[src/hdl/u2a_pkg.sv]
// Shared types, constants and the code point map of the UTF-8 to ASCII transliterator.
package u2a_pkg;

  localparam int unsigned QUEUE_DEPTH = 8;
  localparam int unsigned RUN_MAX     = 3;

  localparam logic [16:0] CAP_RESET = 17'd256;
  localparam logic [16:0] CAP_LIMIT = 17'd65536;

  // sequence kinds
  localparam logic [1:0] KIND_NONE  = 2'd0;
  localparam logic [1:0] KIND_TWO   = 2'd1;
  localparam logic [1:0] KIND_THREE = 2'd2;
  localparam logic [1:0] KIND_FOUR  = 2'd3;

  // source bytes
  localparam logic [7:0] BYTE_NUL   = 8'h00;
  localparam logic [7:0] BYTE_TAB   = 8'h09;
  localparam logic [7:0] BYTE_LF    = 8'h0A;
  localparam logic [7:0] BYTE_PRINT = 8'h20;

  // mapped code points
  localparam logic [15:0] CP_NBSP     = 16'h00A0;
  localparam logic [15:0] CP_MIDDOT   = 16'h00B7;
  localparam logic [15:0] CP_EN_DASH  = 16'h2013;
  localparam logic [15:0] CP_EM_DASH  = 16'h2014;
  localparam logic [15:0] CP_LSQUO    = 16'h2018;
  localparam logic [15:0] CP_RSQUO    = 16'h2019;
  localparam logic [15:0] CP_LDQUO    = 16'h201C;
  localparam logic [15:0] CP_RDQUO    = 16'h201D;
  localparam logic [15:0] CP_BULLET   = 16'h2022;
  localparam logic [15:0] CP_ELLIPSIS = 16'h2026;

  // output characters
  localparam logic [6:0] ASC_NUL   = 7'h00;
  localparam logic [6:0] ASC_SPACE = 7'h20;
  localparam logic [6:0] ASC_DQUOT = 7'h22;
  localparam logic [6:0] ASC_SQUOT = 7'h27;
  localparam logic [6:0] ASC_DASH  = 7'h2D;
  localparam logic [6:0] ASC_DOT   = 7'h2E;

  typedef struct packed {
    logic [6:0]  ch;
    logic [15:0] idx;
    logic        last;
    logic        str_end;
  } entry_t;

  // up to three characters caused by one byte; ent[0] goes out first
  typedef struct packed {
    logic [1:0]                 cnt;
    entry_t [RUN_MAX-1:0]       ent;
  } run_t;

  // replacement text before the capacity check
  typedef struct packed {
    logic [1:0]                 len;
    logic [RUN_MAX-1:0][6:0]    ch;
  } text_t;

  function automatic text_t map_code(input logic [1:0] kind, input logic [15:0] cp);
    text_t t;
    t = '0;
    if (kind == KIND_TWO) begin
      case (cp)
        CP_NBSP: begin
          t.len   = 2'd1;
          t.ch[0] = ASC_SPACE;
        end
        CP_MIDDOT: begin
          t.len   = 2'd1;
          t.ch[0] = ASC_DOT;
        end
        default: t = '0;
      endcase
    end else if (kind == KIND_THREE) begin
      case (cp)
        CP_EN_DASH, CP_EM_DASH: begin
          t.len   = 2'd3;
          t.ch[0] = ASC_SPACE;
          t.ch[1] = ASC_DASH;
          t.ch[2] = ASC_SPACE;
        end
        CP_LSQUO, CP_RSQUO: begin
          t.len   = 2'd1;
          t.ch[0] = ASC_SQUOT;
        end
        CP_LDQUO, CP_RDQUO: begin
          t.len   = 2'd1;
          t.ch[0] = ASC_DQUOT;
        end
        CP_ELLIPSIS: begin
          t.len   = 2'd3;
          t.ch[0] = ASC_DOT;
          t.ch[1] = ASC_DOT;
          t.ch[2] = ASC_DOT;
        end
        CP_BULLET: begin
          t.len   = 2'd1;
          t.ch[0] = ASC_DASH;
        end
        default: t = '0;
      endcase
    end
    return t;
  endfunction

endpackage

[src/hdl/u2a_if.sv]
// Valid/ready channel interfaces for source bytes and ASCII result items.
interface u2a_byte_if;
  logic       valid;
  logic       ready;
  logic [7:0] in_byte;

  modport source(output valid, output in_byte, input ready);
  modport sink(input valid, input in_byte, output ready);
endinterface

interface u2a_char_if;
  logic        valid;
  logic        ready;
  logic [6:0]  out_char;
  logic [15:0] out_index;
  logic        last_of_run;
  logic        string_end;

  modport source(output valid, output out_char, output out_index, output last_of_run,
                 output string_end, input ready);
  modport sink(input valid, input out_char, input out_index, input last_of_run,
               input string_end, output ready);
endinterface

[src/hdl/utf8_to_ascii_transliterator.sv]
// Top level of the UTF-8 to ASCII transliterator: input register, decoder, result queue.
//
// Usage:
//   utf8  - sink channel, one UTF-8 source byte per item; a zero byte ends the string.
//   ascii - source channel, one ASCII character per item with its destination index,
//           a last-of-run flag for the final character caused by one source byte,
//           and a string-end flag on the terminator.
//   cfg_we/cfg_wdata - writes the destination capacity (terminator included).
//           Write it only while the block is idle. Zero suppresses all output.
// Throughput: one byte per cycle while the queue has room. A byte is registered on
//   acceptance, decoded once the queue has room, and its run (zero to three
//   characters) is written into the result queue in that same cycle. The queue
//   drains one item per cycle while the receiver is ready.
// Path: each character passes the input register and the result queue.
// Stalls: the decoder advances only while the queue has room for a full run, so
//   utf8.ready drops when the receiver stalls and the queue fills up; no item is
//   lost or repeated.
// Reset: rst is synchronous; it empties the queue and input register, closes any
//   open sequence, zeroes the write position and sets capacity to 256.
module utf8_to_ascii_transliterator #(
  parameter int unsigned QDepth = u2a_pkg::QUEUE_DEPTH,
  localparam int unsigned LevelW = $clog2(QDepth + 1)
) (
  input  logic         clk,
  input  logic         rst,
  input  logic         cfg_we,
  input  logic [16:0]  cfg_wdata,
  u2a_byte_if.sink     utf8,
  u2a_char_if.source   ascii
);

  logic [16:0]       capacity;
  logic              in_vld;
  logic [7:0]        in_byte_r;
  logic              adv;
  logic              room;
  logic [LevelW-1:0] level;
  u2a_pkg::run_t     run;

  // capacity register
  always_ff @(posedge clk) begin
    if (rst) begin
      capacity <= u2a_pkg::CAP_RESET;
    end else if (cfg_we) begin
      capacity <= cfg_wdata;
    end
  end

  // input register; the byte moves into the decoder once the queue has room
  assign adv        = in_vld && room;
  assign utf8.ready = !in_vld || adv;

  always_ff @(posedge clk) begin
    if (rst) begin
      in_vld <= 1'b0;
    end else if (utf8.valid && utf8.ready) begin
      in_vld <= 1'b1;
    end else if (adv) begin
      in_vld <= 1'b0;
    end
  end

  always_ff @(posedge clk) begin
    if (utf8.valid && utf8.ready) begin
      in_byte_r <= utf8.in_byte;
    end
  end

  u2a_decode u_decode (
    .clk       (clk),
    .rst       (rst),
    .adv       (adv),
    .data_byte (in_byte_r),
    .capacity  (capacity),
    .run       (run)
  );

  u2a_outq #(
    .Depth (QDepth)
  ) u_outq (
    .clk     (clk),
    .rst     (rst),
    .push_en (adv),
    .run     (run),
    .room    (room),
    .level   (level),
    .ascii   (ascii)
  );

`ifndef ASSERT_OFF
  // only the terminator carries a zero character
  a_nul_is_end: assert property (@(posedge clk) disable iff (rst)
    ascii.valid |-> ((ascii.out_char == u2a_pkg::ASC_NUL) == ascii.string_end))
    else $error("zero character and string end disagree");

  // the terminator always closes its run
  a_end_is_last: assert property (@(posedge clk) disable iff (rst)
    ascii.valid && ascii.string_end |-> ascii.last_of_run)
    else $error("terminator not marked last of run");

  // queue never holds more than its depth
  a_no_overflow: assert property (@(posedge clk) disable iff (rst)
    level <= LevelW'(QDepth))
    else $error("result queue overflow");

  // input stalls only with a held byte waiting for queue room
  a_stall_cause: assert property (@(posedge clk) disable iff (rst)
    !utf8.ready |-> in_vld && !room)
    else $error("input stalled without cause");
`endif

endmodule

[src/hdl/u2a_decode.sv]
// UTF-8 sequence decoder, string state, capacity limit; one byte per cycle on adv.
module u2a_decode (
  input  logic              clk,
  input  logic              rst,
  input  logic              adv,
  input  logic [7:0]        data_byte,
  input  logic [16:0]       capacity,
  output u2a_pkg::run_t     run
);

  logic [1:0]  pend;
  logic [1:0]  kind;
  logic [15:0] cb;
  logic [15:0] wc;

  logic [1:0]  pend_next;
  logic [1:0]  kind_next;
  logic [15:0] cb_next;
  logic [15:0] wc_next;

  u2a_pkg::text_t txt;
  logic           term;
  logic           lead;
  logic [1:0]     pend_dec;
  logic [15:0]    cb_shift;
  logic [16:0]    cap_eff;
  logic [u2a_pkg::RUN_MAX-1:0] emit;
  logic [1:0]     n_emit;

  assign cap_eff  = (capacity > u2a_pkg::CAP_LIMIT) ? u2a_pkg::CAP_LIMIT : capacity;
  assign pend_dec = pend - 2'd1;
  assign cb_shift = {cb[9:0], data_byte[5:0]};

  // sequence tracking
  always_comb begin
    pend_next = pend;
    kind_next = kind;
    cb_next   = cb;
    txt       = '0;
    term      = 1'b0;
    lead      = 1'b1;
    if (pend != 2'd0) begin
      if (data_byte[7:6] == 2'b10) begin
        lead      = 1'b0;
        pend_next = pend_dec;
        if (kind != u2a_pkg::KIND_FOUR) begin
          cb_next = cb_shift;
        end
        if (pend_dec == 2'd0) begin
          txt       = u2a_pkg::map_code(kind, cb_next);
          kind_next = u2a_pkg::KIND_NONE;
          cb_next   = '0;
        end
      end else begin
        // continuation missing: drop the open sequence, take this byte as a lead
        pend_next = 2'd0;
        kind_next = u2a_pkg::KIND_NONE;
        cb_next   = '0;
      end
    end
    if (lead) begin
      if (data_byte == u2a_pkg::BYTE_NUL) begin
        term      = 1'b1;
        pend_next = 2'd0;
        kind_next = u2a_pkg::KIND_NONE;
        cb_next   = '0;
      end else if (!data_byte[7]) begin
        if (data_byte >= u2a_pkg::BYTE_PRINT || data_byte == u2a_pkg::BYTE_TAB ||
            data_byte == u2a_pkg::BYTE_LF) begin
          txt.len   = 2'd1;
          txt.ch[0] = data_byte[6:0];
        end
      end else if (data_byte[7:5] == 3'b110) begin
        kind_next = u2a_pkg::KIND_TWO;
        pend_next = 2'd1;
        cb_next   = {11'd0, data_byte[4:0]};
      end else if (data_byte[7:4] == 4'b1110) begin
        kind_next = u2a_pkg::KIND_THREE;
        pend_next = 2'd2;
        cb_next   = {12'd0, data_byte[3:0]};
      end else if (data_byte[7:3] == 5'b11110) begin
        kind_next = u2a_pkg::KIND_FOUR;
        pend_next = 2'd3;
        cb_next   = '0;
      end
      // stray continuations and 0xF8..0xFF fall through and are dropped
    end
  end

  // capacity cut: emitted characters always form a prefix of the text
  always_comb begin
    for (int i = 0; i < u2a_pkg::RUN_MAX; i++) begin
      emit[i] = (2'(i) < txt.len) && (({1'b0, wc} + 17'(i + 1)) < cap_eff);
    end
    n_emit = 2'(emit[0]) + 2'(emit[1]) + 2'(emit[2]);
    run    = '0;
    if (term) begin
      run.cnt            = (cap_eff != 17'd0) ? 2'd1 : 2'd0;
      run.ent[0].ch      = u2a_pkg::ASC_NUL;
      run.ent[0].idx     = wc;
      run.ent[0].last    = 1'b1;
      run.ent[0].str_end = 1'b1;
      wc_next            = '0;
    end else begin
      run.cnt = n_emit;
      for (int i = 0; i < u2a_pkg::RUN_MAX; i++) begin
        run.ent[i].ch      = txt.ch[i];
        run.ent[i].idx     = wc + 16'(i);
        run.ent[i].last    = (2'(i + 1) == n_emit);
        run.ent[i].str_end = 1'b0;
      end
      wc_next = wc + 16'(n_emit);
    end
  end

  always_ff @(posedge clk) begin
    if (rst) begin
      pend <= 2'd0;
      kind <= u2a_pkg::KIND_NONE;
      cb   <= '0;
      wc   <= '0;
    end else if (adv) begin
      pend <= pend_next;
      kind <= kind_next;
      cb   <= cb_next;
      wc   <= wc_next;
    end
  end

endmodule

[src/hdl/u2a_outq.sv]
// Result queue: a run of up to three items in per cycle, one out per ready cycle.
module u2a_outq #(
  parameter int unsigned Depth = u2a_pkg::QUEUE_DEPTH,
  localparam int unsigned PtrW = $clog2(Depth),
  localparam int unsigned CntW = $clog2(Depth + 1)
) (
  input  logic              clk,
  input  logic              rst,
  input  logic              push_en,
  input  u2a_pkg::run_t     run,
  output logic              room,
  output logic [CntW-1:0]   level,
  u2a_char_if.source        ascii
);

  u2a_pkg::entry_t mem [Depth];

  logic [PtrW-1:0] wr_ptr;
  logic [PtrW-1:0] rd_ptr;
  logic [CntW-1:0] count;
  logic [PtrW-1:0] wr_idx [u2a_pkg::RUN_MAX];
  logic [PtrW-1:0] wr_ptr_next;
  logic [PtrW-1:0] rd_ptr_next;
  logic [1:0]      push_cnt;
  logic            pop;
  logic [PtrW:0]   sum;

  function automatic logic [PtrW-1:0] wrap(input logic [PtrW:0] v);
    logic [PtrW:0] r;
    r = (v >= (PtrW + 1)'(Depth)) ? v - (PtrW + 1)'(Depth) : v;
    return r[PtrW-1:0];
  endfunction

  assign push_cnt = push_en ? run.cnt : 2'd0;
  assign pop      = ascii.valid && ascii.ready;

  always_comb begin
    for (int i = 0; i < u2a_pkg::RUN_MAX; i++) begin
      wr_idx[i] = wrap({1'b0, wr_ptr} + (PtrW + 1)'(i));
    end
    sum         = {1'b0, wr_ptr} + (PtrW + 1)'(push_cnt);
    wr_ptr_next = wrap(sum);
    rd_ptr_next = wrap({1'b0, rd_ptr} + (PtrW + 1)'(1));
  end

  always_ff @(posedge clk) begin
    if (push_en) begin
      for (int i = 0; i < u2a_pkg::RUN_MAX; i++) begin
        if (2'(i) < run.cnt) begin
          mem[wr_idx[i]] <= run.ent[i];
        end
      end
    end
  end

  always_ff @(posedge clk) begin
    if (rst) begin
      wr_ptr <= '0;
      rd_ptr <= '0;
      count  <= '0;
    end else begin
      wr_ptr <= wr_ptr_next;
      if (pop) begin
        rd_ptr <= rd_ptr_next;
      end
      count <= count + CntW'(push_cnt) - CntW'(pop);
    end
  end

  assign room  = count <= CntW'(Depth - u2a_pkg::RUN_MAX);
  assign level = count;

  assign ascii.valid       = count != '0;
  assign ascii.out_char    = mem[rd_ptr].ch;
  assign ascii.out_index   = mem[rd_ptr].idx;
  assign ascii.last_of_run = mem[rd_ptr].last;
  assign ascii.string_end  = mem[rd_ptr].str_end;

endmodule

[src/flat_wrapper.sv]
// flat-port wrapper written by rule: the top's interface ports become plain ports
module utf8_to_ascii_transliterator_flat 
#(
  parameter int unsigned QDepth = u2a_pkg::QUEUE_DEPTH,
  localparam int unsigned LevelW = $clog2(QDepth + 1)
)
  (clk, rst, cfg_we, cfg_wdata, utf8_valid, utf8_in_byte, utf8_ready, ascii_valid, ascii_out_char, ascii_out_index, ascii_last_of_run, ascii_string_end, ascii_ready);
  u2a_byte_if utf8_i ();
  u2a_char_if ascii_i ();
  input  logic clk;
  input  logic rst;
  input  logic cfg_we;
  input  logic [16:0] cfg_wdata;
  input wire logic [$bits(utf8_i.valid)-1:0] utf8_valid;
  input wire logic [$bits(utf8_i.in_byte)-1:0] utf8_in_byte;
  output wire logic [$bits(utf8_i.ready)-1:0] utf8_ready;
  output wire logic [$bits(ascii_i.valid)-1:0] ascii_valid;
  output wire logic [$bits(ascii_i.out_char)-1:0] ascii_out_char;
  output wire logic [$bits(ascii_i.out_index)-1:0] ascii_out_index;
  output wire logic [$bits(ascii_i.last_of_run)-1:0] ascii_last_of_run;
  output wire logic [$bits(ascii_i.string_end)-1:0] ascii_string_end;
  input wire logic [$bits(ascii_i.ready)-1:0] ascii_ready;
  assign utf8_i.valid = utf8_valid;
  assign utf8_i.in_byte = utf8_in_byte;
  assign utf8_ready = utf8_i.ready;
  assign ascii_valid = ascii_i.valid;
  assign ascii_out_char = ascii_i.out_char;
  assign ascii_out_index = ascii_i.out_index;
  assign ascii_last_of_run = ascii_i.last_of_run;
  assign ascii_string_end = ascii_i.string_end;
  assign ascii_i.ready = ascii_ready;
  utf8_to_ascii_transliterator #(.QDepth(QDepth)) u_core (.clk(clk), .rst(rst), .cfg_we(cfg_we), .cfg_wdata(cfg_wdata), .utf8(utf8_i), .ascii(ascii_i));
endmodule
[config.mk]
export PLATFORM = sky130hd
export DESIGN_NAME = utf8_to_ascii_transliterator_flat
export DESIGN_NICKNAME = d
export VERILOG_FILES = /design/src/hdl/u2a_pkg.sv /design/src/hdl/u2a_if.sv /design/src/hdl/utf8_to_ascii_transliterator.sv /design/src/hdl/u2a_decode.sv /design/src/hdl/u2a_outq.sv /design/src/flat_wrapper.sv
export SDC_FILE = /design/constraint.sdc
export NUM_CORES = 1
export LEC_CHECK = 0
export ABC_AREA = 1
export BUFFER_PORTS_ARGS = -buffer_cell sky130_fd_sc_hd__buf_2
export CAP_MARGIN = 40
export CORE_MARGIN = 1
export CORE_UTILIZATION = 55
export DETAILED_ROUTE_END_ITERATION = 10
export GPL_TIMING_DRIVEN = 0
export PLACE_DENSITY = 0.72
export SETUP_SLACK_MARGIN = 0.1
export SLEW_MARGIN = 20
export SYNTH_ARGS = -nofsm -noshare
export SYNTH_HDL_FRONTEND = slang
export SYNTH_SLANG_ARGS = --single-unit
export TNS_END_PERCENT = 100
[constraint.sdc]
create_clock -name clk -period 7.7 [get_ports clk]
set_input_delay 0 -clock clk [delete_from_list [all_inputs] [get_ports clk]]
set_output_delay 0 -clock clk [all_outputs]
set_load 0.01 [all_outputs]
==> qor_table.md <==
| Step | Item | Reported |
| --- | --- | --- |
| power | Part of the power in combinational logic | 0.251 |
| critical path | Startpoint of the most critical setup path | u_core.u_decode.wc[0] |
| power | Reported leakage power | 8.21 nW |
| clocking | CTS tree | built |
| floorplan | Total number of placement rows | 64 |
| layout | Number of nets in the finished design | 2,488 |
| power | Cell-internal power | 0.00281 W |
| hold path | Min-delay src | cfg_we |
| floorplan | Die extent in x | 179 um |
| grt | Gr usage total | 0.364 |
| sta | Slew of the pin with the lowest slew margin | 860 ps |
| placement | Post-detailed-placement half-perimeter wirelength | 44.5 mm |
| logic synthesis | Leading register cell type out of synthesis | sky130_fd_sc_hd__edfxtp_1 |
| clocking | Clock-pin transition on the worst setup and hold timing paths | 60 ps |
| clocking | Deepest level of the CTS H-tree | 1 |
| placement | Gp weighted congestion | 0.983 |
| job | # Max-Cap Violations | 0 |
| sta | Clk_skew | 11.4 ps |
| logic synthesis | Post-synth top area cell | sky130_fd_sc_hd__edfxtp_1 |
| sta | Crit share post-route | 0.793 |
| logic synthesis | Yosys warning total | 0 |
| power | Worst vdd rail ir drop | 0.189 mV |
| critical path | Reg-to-reg slack, setup | 1600 ps |
| route | Routed vias | 16,971 |
| logic synthesis | Leading post-synthesis cells by cell area | sky130_fd_sc_hd__edfxtp_1 31%, sky130_fd_sc_hd__nand2_1 12%, sky130_fd_sc_hd__dfxtp_1 12% |
| layout | Finished layout cell area | 19,400 um2 |
| floorplan | Die area | 32,000 um2 |
| sta | Final period demand of the worst path | 6100 ps |
| hold path | Number of cells on the worst hold path | 4 |
| logic synthesis | Part of the Yosys area used for sequential elements | 0.423 |
| route | Drt via density | 6.04 |
| sta | Worst max-slew margin expressed relative to the limit | 0.427 |
| placement | # port buffers | 56 |
| logic synthesis | Synthesized netlist cell count | 2,257 |
| logic synthesis | Mapped Area | 17,200 um2 |
| logic synthesis | Async set-reset flop share out of synthesis | 0 |
| grt | Global route total overflow | 0 |
| critical path | CP most frequent cell | sky130_fd_sc_hd__nand2_1 |
| grt | First-pass GRT wire length | 88.1 mm |
| floorplan | Placeable core region | 30,700 um2 |
| sta | Count of final max-slew check failures | 0 |
| critical path | Kind of launch point of the worst setup path | flip-flop |
| logic synthesis | Post-synthesis register bit count | 275 |
| floorplan | I/O pin cnt | 57 |
| route | Remaining DRCs | 0 |
| critical path | Critical Path Sink Type | flip-flop |
| logic synthesis | Net count after synthesis | 2,357 |
| logic synthesis | Simple-gate area share of the yosys netlist | 0.259 |
| critical path | Worst-path cell with the longest stage delay | sky130_fd_sc_hd__fa_1 |
| logic synthesis | Post-synth top area share | 0.307 |
| sta | Setup repair after global routing missed its margin | false |
| logic synthesis | Number of library cell types mapped by synthesis | 53 |
| power | Power density over the cells | 214 nW/um2 |
| power | NetSw | 0.00136 W |
| power | Proportion of power drawn by the clock network | 0.351 |
| outcome | Outcome | finished clean |
| sta | Highest attainable clock frequency | 164 MHz |
| floorplan | Initial core utilization | 0.561 |
| layout | Area Overhead vs Synth | 12.9% |
| critical path | Required time at the endpoint of the critical path | 7970 ps |
| grt | Number of global-route vias before repair | 15,676 |
| critical path | Largest stage delay on the critical path | 520 ps |
| critical path | Max FO, Critical Path | 13 |
| sta | Finish-stage setup viols | 0 |
| critical path | Crit Path Class | reg -> reg |
| sta | Worst hold-check slack | 36.2 ps |
| route | Antenna-violating nets left | 0 |
| route | Total Wirelength | 58.5 mm |
| power | Switching portion of total power | 0.326 |
| logic synthesis | Complex-gate fraction of the synthesized area | 0.172 |
| grt | Antenna violations before repair | 1 |
| critical path | Worst Reg-to-Reg Cells | 26 |
| logic synthesis | Synthesized-area fraction occupied by adder cells | 0.0527 |
| clocking | Clock latency on the worst-skew pair | 570 ps |
| route | Length of the first detailed-routing pass in iterations | 5 |
| layout | Finished Layout Cells | 2,808 |
| layout | Register cell area after layout | 7270 um2 |
| critical path | Reg-to-reg critical path startpoint | u_core.u_decode.wc[0] |
| clocking | Maximum clock path buffer count | 3 |
| sta | Setup_tns | 0 ps |
| logic synthesis | Xor/xnor share of the synthesized area | 0.0168 |
| critical path | Worst path arrival time | 6370 ps |
| logic synthesis | Dominant combinational cell family by area after synthesis | simple AND/OR/NAND/NOR gates |
| sta | Final hold violation count | 0 |
| hold path | Hold crit path type | in -> reg |
| logic synthesis | Mux cell area share after synthesis | 0 |
| route | Routed length per placed instance | 20.8 um |
| route | 1st-iter DRT viols | 1,924 |
| logic synthesis | Mean Syn Cell Area | 7.62 um2 |
| layout | Fill cells | 2,797 |
| logic synthesis | Number of enable flip-flop cells after synthesis | 176 |
| clocking | CTS root buffer | sky130_fd_sc_hd__clkbuf_16 |
| grt | Pin count of the biggest net entering global routing | 25 |
| layout | Share of final-layout standard cells stronger than drive strength 1 | 0.0966 |
| floorplan | Die span in y | 179 um |
| layout | Footprint of the multi-input gates | 8600 um2 |
| clocking | Number of clock sinks | 275 |
| hold path | End point of the most critical hold path | u_core.capacity[3] |
| placement | Post-DP Area | 18,100 um2 |
| layout | Antenna fix cells | 0 |
| clocking | Post-CTS Setup Bufs | 0 |
| placement | Number of placed instances, taps included | 2,718 |
| clocking | CTS buffer count | 30 |
| power | Sequential share of power | 0.398 |
| critical path | Reg2reg end | u_core.u_outq.mem[2][11] |
## worst max path at each step
stage	end
4_1_cts	u_core.u_outq.mem[2][17]
5_1_grt	u_core.u_outq.mem[2][14]
2_1_floorplan	u_core.u_outq.mem[2][10]
3_5_place_dp	u_core.u_outq.mem[2][14]
6_report	u_core.u_outq.mem[2][11]
3_3_place_gp	u_core.u_outq.mem[2][10]
## synth_stat cells, drive strengths merged, types with 31 or more instances
cell type	n
a21oi	96
buf	42
clkbuf	69
dfxtp	99
edfxtp	176
ha	66
inv	203
nand2	583
nand3	100
nor2	338
o211ai	104
o21ai	175
o22ai	31
## cell families (layout without fill, tap and decap cells)
family / Yosys count / in the layout
flops: 275 / 275
buf+inv: 325 / 480
simple gates: 1072 / 1072
fa+ha+maj: 70 / 70
xor+xnor: 33 / 33
compound gates: 482 / 482
## cell usage in the layout, fill, tap and decap left out, drive strengths merged
master       instances
clkinv              20
a21oi               96
o211ai             104
o22ai               31
nand3              100
fa                   4
nor2               338
nor3b                3
clkinvlp             1
and2                 1
ha                  66
o2111ai              1
or2                  1
xnor2                3
edfxtp             176
xor2                30
a211oi               9
and3                 1
bufinv               3
nor3                28
o21a                 6
clkbuf             112
dlygate4sd3         34
nor4                 1
o221ai              26
inv                203
a22oi                2
o32ai                2
nand4               15
buf                107
o21ai              175
nand2              583
a31oi               28
nand3b               1
a221oi               1
a21o                 1
dfxtp               99
## registers in the layout (all words and copies together), names as in the netlist, named ones only
register	count
u_core.in_vld	1
u_core.in_byte_r	8
u_core.u_outq.wr_ptr	3
u_core.u_outq.level	4
u_core.u_outq.mem	200
u_core.capacity	17
u_core.u_outq.rd_ptr	3
u_core.u_decode.cb	16
u_core.u_decode.wc	16
u_core.u_decode.pend	2
u_core.u_decode.kind	2
## final cells by class
cell class | instances | share of cell area
Tap cell | 396 | 0.0255
Inverter | 214 | 0.0416
Clock inverter | 13 | 0.00690
Multi-Input combinational cell | 1657 | 0.443
Timing Repair Buffer | 99 | 0.0385
Clock buffer | 43 | 0.0433
Buffer | 111 | 0.0272
Sequential cell | 275 | 0.374
## timing repair
action	CTS	global route
endpoints found under the hold margin	46	0
hold buffers	34	0
resized for setup	0	0
## critical path, delay by kind of cell (launching register included)
kind	cells	cell delay, ps
AOI/OAI and AO/OA	1	160
and+or+nand+nor	14	2210
DFF	1	410
adders and majority gates	3	1170
buffers and inverters	7	1630
xor gates and xnor gates	1	190
## stage by stage
step,total power [W],util,setup WS [ps]
after floorplan,0.00232,-,2940
after global placement,0.00266,0.586,1380
after detailed placement,0.00269,0.590,1670
after CTS,0.00414,0.633,1640
after global routing,0.00432,0.633,1220
final,0.00416,0.633,1600
## layer usage
metal  track usage  share of wire  up-vias
li1              -              -     7925
met3        0.0536          0.091      124
met4         0.127          0.034        0
met2         0.597           0.46      942
met5             0              0        -
met1         0.490           0.42     7980
## power by group through the flow
stage	sequential [W]	clock (W)	combinational (W)
3_3_place_gp	0.00168	0	0.000980
5_1_grt	0.00166	0.00152	0.00115
6_report	0.00166	0.00146	0.00105
4_1_cts	0.00165	0.00146	0.00103
2_1_floorplan	0.00167	0	0.000652
3_5_place_dp	0.00168	0	0.00100
No activity file was read; power rests on OpenSTA's default activity.
